File: src/hw/rtl/kbsu_pkg.sv
package kbsu_pkg;

    localparam int MAX_LEN   = 64;
    localparam int CNT_W     = 7;
    localparam int RANK_W    = 30;
    localparam int TAB_DW    = 30;
    localparam int TAB_DEPTH = (MAX_LEN + 1) * (MAX_LEN + 1);
    localparam int TAB_AW    = $clog2(TAB_DEPTH);

    localparam logic [TAB_DW-1:0] SAT_LIMIT = TAB_DW'(1000000000);

    typedef struct packed {
        logic              en;
        logic [TAB_AW-1:0] addr;
    } tab_rd_t;

    typedef struct packed {
        logic              en;
        logic [TAB_AW-1:0] addr;
        logic [TAB_DW-1:0] data;
    } tab_wr_t;

    // row-major triangle entry (n, k)
    function automatic logic [TAB_AW-1:0] tab_addr(input logic [CNT_W-1:0] n,
                                                   input logic [CNT_W-1:0] k);
        return TAB_AW'(n) * TAB_AW'(MAX_LEN + 1) + TAB_AW'(k);
    endfunction

endpackage

File: src/hw/rtl/kbsu_fill.sv
module kbsu_fill import kbsu_pkg::*; (
    input  logic              clk,
    input  logic              rst_n,
    input  logic [TAB_DW-1:0] rd_data,
    output tab_rd_t           rd,
    output tab_wr_t           wr,
    output logic              done
);

    logic [CNT_W-1:0]  n_reg, n_next;
    logic [CNT_W-1:0]  k_reg, k_next;
    logic              active_reg, active_next;
    logic              wv_reg;
    logic [CNT_W-1:0]  wn_reg;
    logic [CNT_W-1:0]  wk_reg;
    logic [TAB_DW-1:0] prev_reg;
    logic              done_reg, done_next;
    logic [TAB_DW:0]   sum;

    // issue stage: read entry (n-1, k) of the previous row
    always_comb
    begin
        rd.en   = active_reg && (k_reg < n_reg);
        rd.addr = tab_addr(n_reg - CNT_W'(1), k_reg);
        n_next      = n_reg;
        k_next      = k_reg;
        active_next = active_reg;
        if (active_reg)
        begin
            if (k_reg == n_reg)
            begin
                k_next = '0;
                if (n_reg == CNT_W'(MAX_LEN))
                begin
                    active_next = 1'b0;
                end
                else
                begin
                    n_next = n_reg + CNT_W'(1);
                end
            end
            else
            begin
                k_next = k_reg + CNT_W'(1);
            end
        end
    end

    // write stage: C(n,k) = C(n-1,k-1) + C(n-1,k), saturated
    always_comb
    begin
        sum      = {1'b0, prev_reg} + {1'b0, rd_data};
        wr.en    = wv_reg;
        wr.addr  = tab_addr(wn_reg, wk_reg);
        if (wk_reg == '0 || wk_reg == wn_reg)
        begin
            wr.data = TAB_DW'(1);
        end
        else if (sum > {1'b0, SAT_LIMIT})
        begin
            wr.data = SAT_LIMIT;
        end
        else
        begin
            wr.data = sum[TAB_DW-1:0];
        end
        done_next = done_reg
                    || (wv_reg && wn_reg == CNT_W'(MAX_LEN) && wk_reg == CNT_W'(MAX_LEN));
    end

    always_ff @(posedge clk or negedge rst_n)
    begin
        if (!rst_n)
        begin
            n_reg      <= '0;
            k_reg      <= '0;
            active_reg <= 1'b1;
            wv_reg     <= 1'b0;
            done_reg   <= 1'b0;
        end
        else
        begin
            n_reg      <= n_next;
            k_reg      <= k_next;
            active_reg <= active_next;
            wv_reg     <= active_reg;
            done_reg   <= done_next;
        end
    end

    always_ff @(posedge clk)
    begin
        wn_reg <= n_reg;
        wk_reg <= k_reg;
        if (wv_reg)
        begin
            prev_reg <= rd_data;
        end
    end

    assign done = done_reg;

endmodule

File: config.mk
export PLATFORM = sky130hd
export DESIGN_NAME = kbsu_fill
export DESIGN_NICKNAME = d
export VERILOG_FILES = /design/src/hw/rtl/kbsu_pkg.sv /design/src/hw/rtl/kbsu_fill.sv
export SDC_FILE = /design/constraint.sdc
export NUM_CORES = 1
export LEC_CHECK = 0
export BUFFER_PORTS_ARGS = -buffer_cell sky130_fd_sc_hd__buf_2
export CORE_ASPECT_RATIO = 0.9
export CORE_MARGIN = 2
export CORE_UTILIZATION = 50
export CTS_CLUSTER_DIAMETER = 200
export CTS_CLUSTER_SIZE = 8
export DETAILED_ROUTE_END_ITERATION = 8
export PLACE_DENSITY = 0.72
export SLEW_MARGIN = 20
export SYNTH_ARGS = -nofsm -noshare
export SYNTH_HDL_FRONTEND = slang
export SYNTH_SLANG_ARGS = --single-unit
File: constraint.sdc
create_clock -name clk -period 5.9 [get_ports clk]
set_input_delay 1.18 -clock clk [delete_from_list [all_inputs] [get_ports clk]]
set_output_delay 1.18 -clock clk [all_outputs]
set_load 0.01 [all_outputs]
==> metrics.cfg, run 1 <==
[synth]
ys_ff_latch=61
ys.flop_type=edfxtp_1
synth_area_leaders=ha_1 (19%), edfxtp_1 (17%), dfrtp_1 (7.4%)
yosysMostFrequentCell=ha_1
syn_nets=726
syn_avg_cell_area_um2=8.96
syn_inst=606
syn_area_mm2=0.00543
yosys-top-cells-count=ha_1 (83), nand2_1 (58), a21oi_1 (50)
yosys_warnings=0
synthArstFlopShare_pct=27.9
ys_seq_area_share_pct=29.6
synth_edf_count=30
synth.top_cell.area_share_pct=19.1
yosys.area.top_type=ha_1
synth_cell_types=60

[cells_and_area]
layout-drive-gt1-share_pct=22.8
final_core_util_pct=61.9
diodes=0
fin_area_mm2=0.00664
largest_reg_flops=30
layout.nets=844
area_growth_pct=22.2
nFillCells=952

[critical_path]
critPathMaxStageDelay_ns=0.56
crit_arrival_ns=4.62
crit_family=simple AND/OR/NAND/NOR gates
required_ns=4.72
path_buf_inv=2
critPathSlowestCell=or4_4
critPathMaxFanout=6
crit_chain=buf_2 > ha_4 > fa_2 > a21o_1 > a311o_1 > a31oi_2 > xor2_1 > nand2_1 > or4_4 > nor4b_4 > and4_4 > a21oi_4 > o21a_1 > buf_2
crit_type=input pin to output pin
crit_top_cell=buf_2
endpoint_kind=output pin
startpoint_type=input pin

[job]
maxCapViolCount=0

[routing]
routed_via_density=5.79
drt-initial-drc-count=325
finalWirelength_um=14700
dr.pass1.iters=5
route.detailed.drc=0
post_drt_wl_per_cell_um=17.1
drtAntennaViolNets=0
vias=4994

[sta]
fin_skew_ns=0.00480
fin_setup_tns_ns=0
slew_headroom_pct=56.6
worst-slew-pin-transition_ns=0.650
slew_viol_final=0
setup_violations=0
min_period_ns=5.80
fin_crit_sh_pct=98.3
max_freq_mhz=172
finalHoldViolCount=0

[global_routing]
grt_max_degree=32
grt-ovfl-total=0
grt_pass1_vias=4669
grt_antenna_before_repair=0
grt_first_pass_wirelength_um=23500
grt.total_usage_pct=25.6

[clock_network]
cts_buffer_depth=2
cts_buffers=9
cts_tree=yes
cts_max_level=3
clkLatencyLatePin_ns=0.34
clk_pin_slew_ns=0.06
cts_root_buffer=clkbuf_16
cts_sinks=61
postCtsHoldBufs=0

[run_status]
outcome=finished clean

[floorplan]
coreArea_mm2=0.0107
rows=36
chipHeight_um=103
die_area_mm2=0.0117
io_pins=91
initial_core_util_pct=50.7
dieWidth_um=114

[placed_design]
gp_congestion=0.872
hpwl_um=11200
io_buffers=90
post_dp_cell_area_mm2=0.00615

[pwr]
p_leak_uw=0.00307
powerDensity_mw_per_mm2=175
vdd_drop_max_mv=0.161

[worst_hold_path]
hp-class=flip-flop to flip-flop

per-stage QoR:
step	instances	hold slack, ns	total power, uW	setup slack, ns
3_5_place_dp	837	0.452	616	-0.207
4_1_cts	858	0.468	1160	0.0615
2_1_floorplan	606	0.345	557	0.459
6_report	862	0.465	1160	0.101
3_3_place_gp	837	0.444	615	-0.154
5_1_grt	862	0.486	1200	-0.00546
cell usage in the layout (no fill, tap or decap), types with 18 or more instances in the layout:
| cell type | count |
|---|---|
| a21oi_1 | 49 |
| buf_2 | 90 |
| buf_4 | 29 |
| edfxtp_1 | 30 |
| ha_1 | 82 |
| inv_1 | 33 |
| nand2_1 | 58 |
| nor2_1 | 45 |
| o21ai_0 | 32 |
| xnor2_1 | 34 |
| xor2_1 | 18 |
final timing paths:
kind / start / endpoint / slack (ns) / depth (start not counted)
max in group asynchronous: rst_n / active_reg / 4.83 / 1
worst max-delay path: rd_data[0] / wr[20] / 0.10 / 14
worst min register to register: n_reg[3] / wn_reg[3] / 0.47 / 0
min in group asynchronous: rst_n / n_reg[5] / 0.76 / 1
worst min-delay path: n_reg[3] / wn_reg[3] / 0.47 / 0
worst max register to register: n_reg[0] / n_reg[5] / 3.27 / 8
per-layer routing:
layer	wire length, um	global-route usage [%]
met5	0	0
met4	246	8.26
met3	789	4.23
met2	6620	41.2
met1	7090	35.5
timing repair:
item | CTS | global route
endpoints found under the setup margin | 26 | 27
setup buffers | 3 | 5
resized for setup | 9 | 16
cloned | 2 | 0
pin swaps | 5 | 13
cells by family (layout without fill, tap and decap cells):
group | Yosys count | after routing | share of synthesized area [%]
AND/OR/NAND/NOR | 189 | 189 | 17.1
AO/OA/AOI/OAI | 165 | 167 | 19.8
adder cells (fa/ha/maj) | 88 | 88 | 21.0
flip-flops | 61 | 61 | 29.6
XOR/XNOR | 52 | 52 | 8.39
buffers and inverters | 49 | 170 | 3.75
multiplexers | 2 | 2 | 0.369
where the power goes:
part           internal, uW  switching [uW]  leakage (uW)  total, uW
clock                   329             206      0.000151        535
combinational          73.0             109       0.00230        182
sequential              446               0      0.000616        446
total                   847             315       0.00307       1160
final cells by class:
class	count	area, um^2	area share, %
sequential	61	1610	24.2
inverter	33	124	1.87
clock inverter	7	71.3	1.07
multi-input combinational	498	3750	56.5
tap	133	166	2.51
timing repair buffer	121	691	10.4
clock buffer	9	225	3.39
(Power assumes the default switching activity.)
==> run 2, diff against run 1 <==
--- a/config.mk
+++ b/config.mk
@@ -6,13 +6,15 @@
 export NUM_CORES = 1
 export LEC_CHECK = 0
 export BUFFER_PORTS_ARGS = -buffer_cell sky130_fd_sc_hd__buf_2
+export CELL_PAD_IN_SITES_DETAIL_PLACEMENT = 0
+export CELL_PAD_IN_SITES_GLOBAL_PLACEMENT = 1
 export CORE_ASPECT_RATIO = 0.9
 export CORE_MARGIN = 2
-export CORE_UTILIZATION = 50
+export CORE_UTILIZATION = 39
 export CTS_CLUSTER_DIAMETER = 200
 export CTS_CLUSTER_SIZE = 8
 export DETAILED_ROUTE_END_ITERATION = 8
-export PLACE_DENSITY = 0.72
+export PLACE_DENSITY = 0.74
 export SLEW_MARGIN = 20
 export SYNTH_ARGS = -nofsm -noshare
 export SYNTH_HDL_FRONTEND = slang
==> metrics.cfg, run 2 (same netlist as run 1, synthesis figures left out) <==
[run_status]
outcome=finished clean  ; unchanged

[global_routing]
grt_pass1_vias=4626  ; was 4,669
grtUsageMet1_pct=27.9  ; was 35.5%
grt-ovfl-total=0  ; unchanged
top_usage_layer=met2  ; unchanged
grt_antenna_before_repair=0  ; unchanged
globalRouteMet2Util_pct=29.1  ; was 41.2%
use_met3_pct=3.55  ; was 4.23%
grt_first_pass_wirelength_um=22800  ; was 23,500 um
grt_max_degree=32  ; unchanged
grt.total_usage_pct=19.4  ; was 25.6%

[critical_path]
critPathMaxStageDelay_ns=0.63  ; was 0.56 ns
critPathMaxFanout=5  ; was 6
startpoint_type=input pin  ; unchanged
crit_type=input pin to output pin  ; unchanged
critPathSlowestCell=or4_1  ; was or4_4
required_ns=4.72  ; about the same
crit_chain=buf_6 > ha_4 > fa_2 > a21o_1 > a311o_1 > nand4_1 > a21oi_1 > xor2_1 > or4_1 > nor4b_2 > and4_4 > buf_12 > a21oi_4 > nor3_2 > buf_2  ; was buf_2 > ha_4 > fa_2 > a21o_1 > a311o_1 > a31oi_2 > xor2_1 > nand2_1 > or4_4 > nor4b_4 > and4_4 > a21oi_4 > o21a_1 > buf_2
crit_arrival_ns=4.63  ; was 4.62 ns
endpoint_kind=output pin  ; unchanged

[routing]
routed_via_density=5.43  ; was 5.79
drt-initial-drc-count=420  ; was 325
post_drt_wl_per_cell_um=16.3  ; was 17.1 um
dr.pass1.iters=5  ; unchanged
drtAntennaViolNets=0  ; unchanged
route.detailed.drc=0  ; unchanged
vias=4942  ; was 4,994
finalWirelength_um=14800  ; was 14,700 um

[placed_design]
io_buffers=90  ; unchanged
dpl.cell_count=884  ; was 837
hpwl_um=11400  ; was 11,200 um
post_dp_cell_area_mm2=0.00628  ; was 0.00615 mm^2
gp_congestion=0.939  ; was 0.872
pre_cts_ws_ns=-0.278  ; was -0.207 ns

[clock_network]
cts_sinks=61  ; unchanged
cts_buffers=9  ; unchanged
cts_tree=yes  ; unchanged
cts_max_level=3  ; unchanged
clkLatencyLatePin_ns=0.33  ; was 0.34 ns
cts_buffer_depth=2  ; unchanged
cts_root_buffer=clkbuf_16  ; unchanged
clk_pin_slew_ns=0.06  ; about the same

[sta]
slew_headroom_pct=53.6  ; was 56.6%
worst-slew-pin-transition_ns=0.696  ; was 0.650 ns
setup_violations=0  ; unchanged
fin_ws_ns=0.0894  ; was 0.101 ns
max_freq_mhz=172  ; about the same
slew_viol_final=0  ; unchanged
fin_crit_sh_pct=98.5  ; was 98.3%
min_period_ns=5.81  ; was 5.80 ns
fin_setup_tns_ns=0  ; unchanged
fin_skew_ns=0.00570  ; was 0.00480 ns
finalHoldViolCount=0  ; unchanged

[cells_and_area]
layout-drive-gt1-share_pct=23.7  ; was 22.8%
diodes=0  ; unchanged
area_growth_pct=24.9  ; was 22.2%
layout.nets=857  ; was 844
layout_common_cells=buf_2 (89), ha_1 (82), nand2_1 (58), a21oi_1 (50), nor2_1 (45)  ; was buf_2 (90), ha_1 (82), nand2_1 (58), a21oi_1 (49), nor2_1 (45)
largest_reg_flops=30  ; unchanged
fin_area_mm2=0.00679  ; was 0.00664 mm^2
fin_cells=910  ; was 862
mostFrequentLayoutCell=buf_2  ; unchanged

[floorplan]
io_pins=91  ; unchanged
rows=40  ; was 36
chipHeight_um=116  ; was 103 um
coreArea_mm2=0.0135  ; was 0.0107 mm^2
die_area_mm2=0.0149  ; was 0.0117 mm^2
initial_core_util_pct=40.3  ; was 50.7%
dieWidth_um=128  ; was 114 um

[worst_hold_path]
hp-class=flip-flop to flip-flop  ; unchanged

[pwr]
fin_total_pwr_uw=1160  ; about the same
p_leak_uw=0.00313  ; was 0.00307 uW
vdd_drop_max_mv=0.123  ; was 0.161 mV
powerDensity_mw_per_mm2=171  ; was 175 mW/mm^2

[job]
maxCapViolCount=0  ; unchanged

## run 2: changes by cell type in the layout (fill, tap and decap cells not counted), sizes merged
cell	before	now
buf	121	133
clkbuf	9	11
clkinv	2	0
a21oi	54	55
bufinv	1	0
clkinvlp	0	1
## run 2: layout make-up
| type | instances | area, um^2 |
|---|---|---|
| Fill cell | 1295 | 6680 |
| Multi-Input combinational cell | 499 | 3740 |
| Tap cell | 168 | 210 |
| Clock buffer | 11 | 264 |
| Clock inverter | 5 | 37.5 |
| Sequential cell | 61 | 1610 |
| Timing Repair Buffer | 133 | 800 |
| Inverter | 33 | 124 |
## run 2: worst max-delay path, delay by kind of cell
kind / cells / cell delay (ns)
xor gates and xnor gates: 1 / 0.21
buffers and inverters: 3 / 0.39
adders and majority gates: 2 / 0.55
and+or+nand+nor: 5 / 1.55
AOI/OAI and AO/OA: 4 / 0.75
## run 2: power by group
group	switching, uW	internal [uW]
Sequential	0	446
Clock	201	324
Combinational	107	78.8
Total	308	849
## run 2: per-layer routing
metal	up-vias	wire length (um)
met5	-	0
met4	0	296
met3	18	739
met2	135	6300
met1	2307	7480
li1	2482	-
## run 2: metrics by stage
step	utilization [%]	hold WS (ns)
2_1_floorplan	-	0.345
6_report	50.4	0.449
5_1_grt	50.4	0.481
3_5_place_dp	46.7	0.434
3_3_place_gp	46.7	0.437
4_1_cts	49.0	0.447
## run 2: repair_timing
action | in CTS | in global routing
pin swaps | 3 | 16
cloned | 0 | 3
gates resized for setup | 3 | 21
hold buffers | 0 | 0
endpoints found under the setup margin | 26 | 27
setup buffers | 0 | 8
## run 2: worst paths after layout
check                      slack, ns         end  cells past startpoint        from
setup / recovery                0.09       wr[7]                     15  rd_data[0]
hold / removal                  0.45   wn_reg[3]                      0    n_reg[3]
setup reg to reg                3.32    n_reg[6]                      8    n_reg[0]
hold reg to reg                 0.45   wn_reg[3]                      0    n_reg[3]
max in group asynchronous       4.84  active_reg                      1       rst_n
min in group asynchronous       0.75    n_reg[5]                      1       rst_n
==> run 3, diff against run 2 <==
--- a/config.mk
+++ b/config.mk
@@ -15,6 +15,7 @@
 export CTS_CLUSTER_SIZE = 8
 export DETAILED_ROUTE_END_ITERATION = 8
 export PLACE_DENSITY = 0.74
+export RECOVER_POWER = 100
 export SLEW_MARGIN = 20
 export SYNTH_ARGS = -nofsm -noshare
 export SYNTH_HDL_FRONTEND = slang
==> metrics.cfg, run 3 (same netlist as run 1, synthesis figures left out) <==
[run_status]
outcome=finished, violations left  ; was finished clean
failed_checks=max-capacitance violations, max-slew violations

[worst_hold_path]
hold-path-cell-count=0  ; unchanged
holdCritStartpoint=n_reg[3]  ; unchanged
worstHoldEndpoint=wn_reg[3]  ; unchanged
hp-class=flip-flop to flip-flop  ; unchanged

[floorplan]
initial_core_util_pct=40.3  ; unchanged
dieWidth_um=128  ; unchanged
rows=40  ; unchanged
io_pins=91  ; unchanged
chipHeight_um=116  ; unchanged
coreArea_mm2=0.0135  ; unchanged
die_area_mm2=0.0149  ; unchanged

[placed_design]
hpwl_um=11400  ; unchanged
gp_congestion=0.939  ; unchanged
io_buffers=90  ; unchanged
post_dp_cell_area_mm2=0.00628  ; unchanged

[critical_path]
required_ns=4.72  ; about the same
reg2reg_from=n_reg[0]  ; unchanged
crit_type=input pin to output pin  ; unchanged
reg2reg_setup_slack_ns=3.21  ; was 3.32 ns
crit_chain=buf_6 > ha_4 > fa_2 > a21o_1 > a311o_1 > nand4_1 > a21oi_1 > xor2_1 > or4_1 > nor4b_2 > and4_4 > buf_12 > a21oi_4 > nor3_2 > clkbuf_2  ; was buf_6 > ha_4 > fa_2 > a21o_1 > a311o_1 > nand4_1 > a21oi_1 > xor2_1 > or4_1 > nor4b_2 > and4_4 > buf_12 > a21oi_4 > nor3_2 > buf_2
critPathMaxStageDelay_ns=0.62  ; was 0.63 ns
r2r_cells=8  ; unchanged
path_buf_inv=3  ; unchanged
crit_family=simple AND/OR/NAND/NOR gates  ; unchanged
r2r-end=n_reg[6]  ; unchanged
startpoint_type=input pin  ; unchanged
endpoint_kind=output pin  ; unchanged
critPathSlowestCell=or4_1  ; unchanged
crit_arrival_ns=4.64  ; was 4.63 ns
critPathMaxFanout=5  ; unchanged

[routing]
vias=4968  ; was 4,942
routed_via_density=5.46  ; was 5.43
drtAntennaViolNets=0  ; unchanged
route.detailed.drc=0  ; unchanged
dr.pass1.iters=5  ; unchanged
post_drt_wl_per_cell_um=16.3  ; about the same
drt-initial-drc-count=343  ; was 420
finalWirelength_um=14800  ; about the same

[pwr]
powerDensity_mw_per_mm2=172  ; was 171 mW/mm^2
vdd_drop_max_mv=0.123  ; about the same
fin_total_pwr_uw=1150  ; was 1160 uW
p_leak_uw=0.00290  ; was 0.00313 uW

[sta]
fin_setup_tns_ns=0  ; unchanged
worst-slew-pin-transition_ns=1.86  ; was 0.696 ns
slew_viol_final=32  ; was 0
min_period_ns=5.82  ; was 5.81 ns
setup_violations=0  ; unchanged
finalHoldViolCount=0  ; unchanged
fin_crit_sh_pct=98.6  ; was 98.5%
slew_headroom_pct=-23.9  ; was 53.6%
fin_skew_ns=0.00556  ; was 0.00570 ns
max_freq_mhz=172  ; about the same

[cells_and_area]
area_growth_pct=23.4  ; was 24.9%
layout_common_cells=ha_1 (82), clkbuf_1 (61), nand2_1 (58), a21oi_1 (50), nor2_1 (45)  ; was buf_2 (89), ha_1 (82), nand2_1 (58), a21oi_1 (50), nor2_1 (45)
fin_area_mm2=0.00670  ; was 0.00679 mm^2
largest_reg_flops=30  ; unchanged
layout-drive-gt1-share_pct=15.4  ; was 23.7%
mostFrequentLayoutCell=ha_1  ; was buf_2
diodes=0  ; unchanged
layout.nets=857  ; unchanged

[clock_network]
cts_max_level=3  ; unchanged
cts_buffers=9  ; unchanged
cts_sinks=61  ; unchanged
clk_pin_slew_ns=0.06  ; about the same
cts_buffer_depth=2  ; unchanged
clkLatencyLatePin_ns=0.33  ; about the same
cts_tree=yes  ; unchanged
cts_root_buffer=clkbuf_16  ; unchanged

[global_routing]
grt_max_degree=32  ; unchanged
grt-ovfl-total=0  ; unchanged
grt_first_pass_wirelength_um=22800  ; unchanged
grt_pass1_vias=4626  ; unchanged
grt_antenna_before_repair=0  ; unchanged
grt.total_usage_pct=19.4  ; unchanged

[job]
maxCapViolCount=1  ; was 0

run 3: cell type report:
class	count	area [um^2]
Multi-Input combinational cell	499	3740
Tap cell	168	210
Clock buffer	11	264
Sequential cell	61	1610
Timing Repair Buffer	133	714
Fill cell	1319	6760
Clock inverter	5	37.5
Inverter	33	124
run 3: worst max-delay path by stage:
stage,start,endpoint,slack (ns),depth (start not counted)
after floorplan,rd_data[0],wr[5],0.46,13
after global placement,rd_data[0],wr[20],-0.19,15
after detailed placement,rd_data[0],wr[10],-0.28,15
after CTS,rd_data[0],wr[25],0.04,16
after global routing,rd_data[0],wr[2],-0.007,15
final,rd_data[0],wr[7],0.08,15
run 3: worst reg2reg max path, delay by kind of cell, from the launching register on:
family                     cells  cell delay, ns
xor gates and xnor gates       1            0.13
adders and majority gates      1            0.34
and+or+nand+nor                5            1.40
buffers and inverters          1            0.16
DFF                            1            0.52
run 3: routing by layer:
layer / global-route usage (%) / share of wire, % / wire length [um]
met5: 0 / 0 / 0
met3: 3.55 / 4.6 / 688
met2: 29.1 / 42 / 6290
met4: 7.03 / 2.0 / 296
met1: 27.9 / 51 / 7530
run 3: through the flow:
step	std cells	setup slack (ns)	util, %	hold WS (ns)
3_3_place_gp	884	-0.192	46.7	0.437
5_1_grt	910	-0.00653	49.8	0.481
2_1_floorplan	606	0.459	-	0.345
4_1_cts	900	0.0372	49.0	0.447
6_report	910	0.0830	49.8	0.449
3_5_place_dp	884	-0.278	46.7	0.434
run 3: power breakdown:
| part | switching (uW) | total, uW | internal (uW) |
|---|---|---|---|
| Sequential | 0 | 446 | 446 |
| Combinational | 107 | 183 | 76.4 |
| Clock | 200 | 524 | 324 |
| Total | 307 | 1150 | 846 |
run 3: timing repair:
action,in CTS,in global routing
hold buffers,0,0
pin swaps,3,16
setup endpoints to repair,26,27
setup buffers,0,8
gates cloned,0,3
resized for setup,3,21
